$ cat src/hw/rtl/lis_pkg.sv
// lis_pkg: shared constants, microcode types and control program for the lis tracker
`default_nettype none

package lis_pkg;

  localparam int VALUE_COUNT = 1024;
  localparam int VALUE_W = 10;
  localparam int LEN_W = 11;
  localparam int LEAVES = 1 << $clog2(VALUE_COUNT);
  localparam int NODES = 2 * LEAVES;
  localparam int NODE_W = $clog2(NODES);
  localparam logic [LEN_W-1:0] LEN_MAX = '1;
  localparam logic [VALUE_W-1:0] VALUE_TOP = VALUE_W'(VALUE_COUNT - 1);
  localparam logic [NODE_W-1:0] LEAF_BASE = NODE_W'(LEAVES);
  localparam logic [NODE_W-1:0] ROOT_NODE = NODE_W'(1);

  typedef logic [2:0] step_t;

  localparam step_t STEP_IDLE = 3'd0;
  localparam step_t STEP_QUERY = 3'd1;
  localparam step_t STEP_CAND = 3'd2;
  localparam step_t STEP_UPDATE = 3'd3;
  localparam step_t STEP_EMIT = 3'd4;
  localparam step_t STEP_TAIL = 3'd5;
  localparam step_t STEP_CLEAR = 3'd6;
  localparam step_t STEP_DONE = 3'd7;

  typedef enum logic [2:0] {
    JMP_NEXT,
    JMP_ALWAYS,
    JMP_NO_INPUT,
    JMP_NODE_UP,
    JMP_NODE_LIVE,
    JMP_OUT_BUSY,
    JMP_NOT_LAST,
    JMP_CLR_BUSY
  } jump_t;

  typedef struct packed {
    logic  in_rdy;
    logic  ld_item;
    logic  q_read;
    logic  cand_ld;
    logic  u_read;
    logic  emit;
    logic  clr_write;
    jump_t jump;
    step_t target;
  } ctrl_t;

  typedef struct packed {
    logic node_up;
    logic node_live;
    logic out_busy;
    logic last_item;
    logic clr_busy;
  } status_t;

  function automatic ctrl_t rom(input step_t s);
    ctrl_t w;
    w = '0;
    w.jump = JMP_NEXT;
    w.target = STEP_IDLE;
    case (s)
      STEP_IDLE: begin
        w.in_rdy = 1'b1;
        w.ld_item = 1'b1;
        w.jump = JMP_NO_INPUT;
        w.target = STEP_IDLE;
      end
      STEP_QUERY: begin
        w.q_read = 1'b1;
        w.jump = JMP_NODE_UP;
        w.target = STEP_QUERY;
      end
      STEP_CAND: begin
        w.cand_ld = 1'b1;
      end
      STEP_UPDATE: begin
        w.u_read = 1'b1;
        w.jump = JMP_NODE_LIVE;
        w.target = STEP_UPDATE;
      end
      STEP_EMIT: begin
        w.emit = 1'b1;
        w.jump = JMP_OUT_BUSY;
        w.target = STEP_EMIT;
      end
      STEP_TAIL: begin
        w.jump = JMP_NOT_LAST;
        w.target = STEP_IDLE;
      end
      STEP_CLEAR: begin
        w.clr_write = 1'b1;
        w.jump = JMP_CLR_BUSY;
        w.target = STEP_CLEAR;
      end
      default: begin
        w.jump = JMP_ALWAYS;
        w.target = STEP_IDLE;
      end
    endcase
    return w;
  endfunction

endpackage

`default_nettype wire

$ cat src/hw/rtl/lis_seq.sv
// lis_seq: step counter, control store and conditional jumps
`default_nettype none

module lis_seq (
  input  wire logic             clk,
  input  wire logic             rst,
  input  wire logic             in_valid,
  input  wire lis_pkg::status_t status,
  output lis_pkg::ctrl_t        ctrl
);

  lis_pkg::step_t step;
  lis_pkg::step_t step_next;
  logic           taken;

  assign ctrl = lis_pkg::rom(step);

  always_comb begin
    case (ctrl.jump)
      lis_pkg::JMP_NEXT:      taken = 1'b0;
      lis_pkg::JMP_ALWAYS:    taken = 1'b1;
      lis_pkg::JMP_NO_INPUT:  taken = !in_valid;
      lis_pkg::JMP_NODE_UP:   taken = status.node_up;
      lis_pkg::JMP_NODE_LIVE: taken = status.node_live;
      lis_pkg::JMP_OUT_BUSY:  taken = status.out_busy;
      lis_pkg::JMP_NOT_LAST:  taken = !status.last_item;
      lis_pkg::JMP_CLR_BUSY:  taken = status.clr_busy;
      default:                taken = 1'b0;
    endcase
  end

  always_comb begin
    step_next = taken ? ctrl.target : step + 3'd1;
  end

  always_ff @(posedge clk) begin
    if (rst) begin
      step <= lis_pkg::STEP_CLEAR;
    end else begin
      step <= step_next;
    end
  end

`ifndef SYNTH
  a_clear_from_tail: assert property (@(posedge clk) disable iff (rst)
    (step == lis_pkg::STEP_CLEAR) |-> ($past(step) == lis_pkg::STEP_CLEAR
      || $past(step) == lis_pkg::STEP_TAIL))
    else $error("clear pass entered from an unexpected step");
  a_idle_after_accept: assert property (@(posedge clk) disable iff (rst)
    (step == lis_pkg::STEP_IDLE && in_valid) |=> (step == lis_pkg::STEP_QUERY))
    else $error("accepted transaction did not start the query walk");
  a_tail_after_emit: assert property (@(posedge clk) disable iff (rst)
    (step == lis_pkg::STEP_TAIL) |-> ($past(step) == lis_pkg::STEP_EMIT))
    else $error("tail step reached without a result");
`endif

endmodule

`default_nettype wire

$ cat config.mk
export PLATFORM = sky130hd
export DESIGN_NAME = lis_seq
export DESIGN_NICKNAME = d
export VERILOG_FILES = /design/src/hw/rtl/lis_pkg.sv /design/src/hw/rtl/lis_seq.sv
export SDC_FILE = /design/constraint.sdc
export NUM_CORES = 1
export LEC_CHECK = 0
export BUFFER_PORTS_ARGS = -buffer_cell sky130_fd_sc_hd__buf_4
export CAP_MARGIN = 10
export CELL_PAD_IN_SITES_DETAIL_PLACEMENT = 0
export CELL_PAD_IN_SITES_GLOBAL_PLACEMENT = 1
export CORE_MARGIN = 2
export CORE_UTILIZATION = 29
export CTS_CLUSTER_SIZE = 10
export DETAILED_ROUTE_END_ITERATION = 10
export PLACE_DENSITY = 0.71
export SYNTH_ARGS = -nofsm -noshare
export SYNTH_HDL_FRONTEND = slang
export SYNTH_SLANG_ARGS = --single-unit
$ cat constraint.sdc
create_clock -name clk -period 2.2 [get_ports clk]
set_clock_uncertainty 0.05 [all_clocks]
set_input_delay 0.11 -clock clk [delete_from_list [all_inputs] [get_ports clk]]
set_output_delay 0.11 -clock clk [all_outputs]
set_load 0.05 [all_outputs]
==> impl_metrics.toml <==
[clock_network]
clock_sinks = 3
cts_buffers = 3
cts_root_buffer = "clkbuf_4"
cts_setup_buffers = 0
cts_tree = "yes"
clk_latency_ns = 0.23
clkTransAtPathRegs_ns = 0.04
h-tree-depth = 1
clk_path_buf_depth = 2

[global_routing]
grtUsageTotal_pct = 14.4
grt_start_max_net_pins = 10
grt_overflow_total = 0
grt_pass1_vias = 472
grt_pass1_wl_microns = 2010
antenna_found_initial = 0

[timing]
rsz0062_at_grt = "no"
setup_tns_ns = 0
hold_violations = 0
slew_headroom_pct = 78.7
fmax_ghz = 0.493
tightest_slew_ns = 0.318
finalSetupViolations = 0
drv_slew = 0
holdWs_ns = 0.124
fin_crit_ns = 2.03
min_period_over_period_pct = 92.3

[critical_path]
path_cells = "ha_1 -> ha_4 -> o21a_1 -> nor2_1 -> o32a_1 -> a2bb2oi_4 -> mux2_4"
crit_required_ns = 2.27
start_kind = "flop"
r2r.worst_path.cells = 7
cp_slowest_cell = "o32a_1"
path_max_fanout = 9
worstSetupEndpointType = "flop"
path_class = "flop to flop"
slowest_delay_ns = 0.38
crit_arrival_ns = 2.10

[synthesis]
synth_nets = 70
yosys.area.top_type = "ha_1"
yosysSeqAreaShare_pct = 13.8
yosys-top-cells-area = "ha_1 14%, dfxtp_1 14%, nor2_1 10%, a2bb2oi_4 6.0%, mux2i_1 4.6%"
ys_ff_latch = 3
synth.lib_cells_used.distinct = 27
syn_inst = 57
synth_area_per_cell_sq_um = 7.64
synth_warnings = 0
netlist_area_sq_um = 435
yosys.area.top_type_share_pct = 14.4

[floorplanning]
dieArea_sq_um = 1830
placementRows = 13
fp.dieH_microns = 42.8
ios = 21
core-area_sq_um = 1350
initial_core_util_pct = 32.3
die_w_microns = 42.8

[drt]
drcViolationCount = 0
routed_wl_microns = 1160
dr.pass1.iters = 2
num_vias = 489
drt-wirelength-per-cell_microns = 12.0
vias_per_cell = 5.04
drt_first_iter_violations = 2
drtAntennaViolNets = 0

[final_layout]
final_nets = 96
largest_registers = "step (3)"
antenna_cells = 0
layout-drive-gt1-share_pct = 47.6
largest_register_ffs = 3
post-route-util_pct = 48.9
layout_common_cells = "23 x buf_4, 12 x nor2_1, 5 x inv_1"
regMostFlops = "step"
layout_commonest_cell = "buf_4"
syn2layout_area_growth_pct = 51.7

[placed_design]
place_hpwl_microns = 954
place.gp.congestion = 0.729
io_buffers = 20

[run_status]
status = "finished clean"

[worst_hold_path]
hold_depth = 3
holdCritPathClass = "input pin to flop"

[flow_run]
maxCapViolations = 0
## cells in the mapped netlist
library cell and count:
o32a_1 1, nor3_1 3, inv_1 5, ha_1 5
nand2_1 2, o21a_1 1, a2bb2oi_4 1, and2b_2 1
o2111ai_2 1, a22oi_1 1, nand2b_1 1, o21ai_2 1
o21bai_1 1, inv_2 2, buf_6 1, dfxtp_1 3
or2_2 1, nor2b_1 3, a21oi_1 1, nor4_1 1
o21ai_0 3, buf_4 1, nor2_1 12, mux2i_1 2
mux2_4 1, o211ai_1 1, a21oi_2 1
## kinds of logic (layout without fill, tap and decap cells)
logic type	Yosys count	in the layout	synth area share, %
AO/OA/AOI/OAI	13	13	27.3
adder cells (fa/ha/maj)	5	5	14.4
buffers and inverters	9	34	10.3
flip-flops	3	3	13.8
multiplexers	3	3	8.05
AND/OR/NAND/NOR	24	24	26.2
## path summary, 6_finish.rpt
kind / endpoint / from / slack (ns)
hold / removal: step[1]$_SDFF_PP1_ / rst / 0.12
setup reg to reg: step[0]$_SDFF_PP0_ / step[0]$_SDFF_PP0_ / 0.17
setup / recovery: step[0]$_SDFF_PP0_ / step[0]$_SDFF_PP0_ / 0.17
hold reg to reg: step[0]$_SDFF_PP0_ / step[0]$_SDFF_PP0_ / 0.55
## critical path, delay by kind of cell (launching register included)
| family | cells | cell delay (ns) |
|---|---|---|
| adders and majority gates | 2 | 0.40 |
| and+or+nand+nor | 1 | 0.06 |
| DFF | 1 | 0.37 |
| AOI/OAI and AO/OA | 3 | 0.73 |
| muxes | 1 | 0.31 |
## per-stage QoR
| stage | instances | cell area [sq um] | setup WS, ns |
|---|---|---|---|
| 2_1_floorplan | 57 | 440 | 0.0630 |
| 3_3_place_gp | 93 | 613 | 0.192 |
| 3_5_place_dp | 93 | 613 | 0.149 |
| 4_1_cts | 97 | 639 | 0.144 |
| 5_1_grt | 97 | 661 | 0.0549 |
| 6_report | 97 | 661 | 0.170 |
## routing by layer
layer	vias to the layer above	share of wire (%)	global-route usage [%]
li1	243	-	-
met1	226	43	17.8
met2	18	48	22.1
met3	2	7.8	2.98
met4	0	1.6	9.38
met5	-	0	0
## area by class of cell
cell class,count,area (sq um)
Fill cell,141,689
Multi-Input combinational cell,45,357
Timing Repair Buffer,23,173
Sequential cell,3,60.1
Clock buffer,4,26.3
Inverter,7,26.3
Tap cell,15,18.8
## repair_timing
item                                    4_1_cts  5_1_grt
endpoints found under the setup margin        0        1
hold buffers                                  0        0
gates resized for setup                       0        3
Power is not shown: default switching activity piles up to over one toggle a cycle in this logic, so the estimate is an artifact.
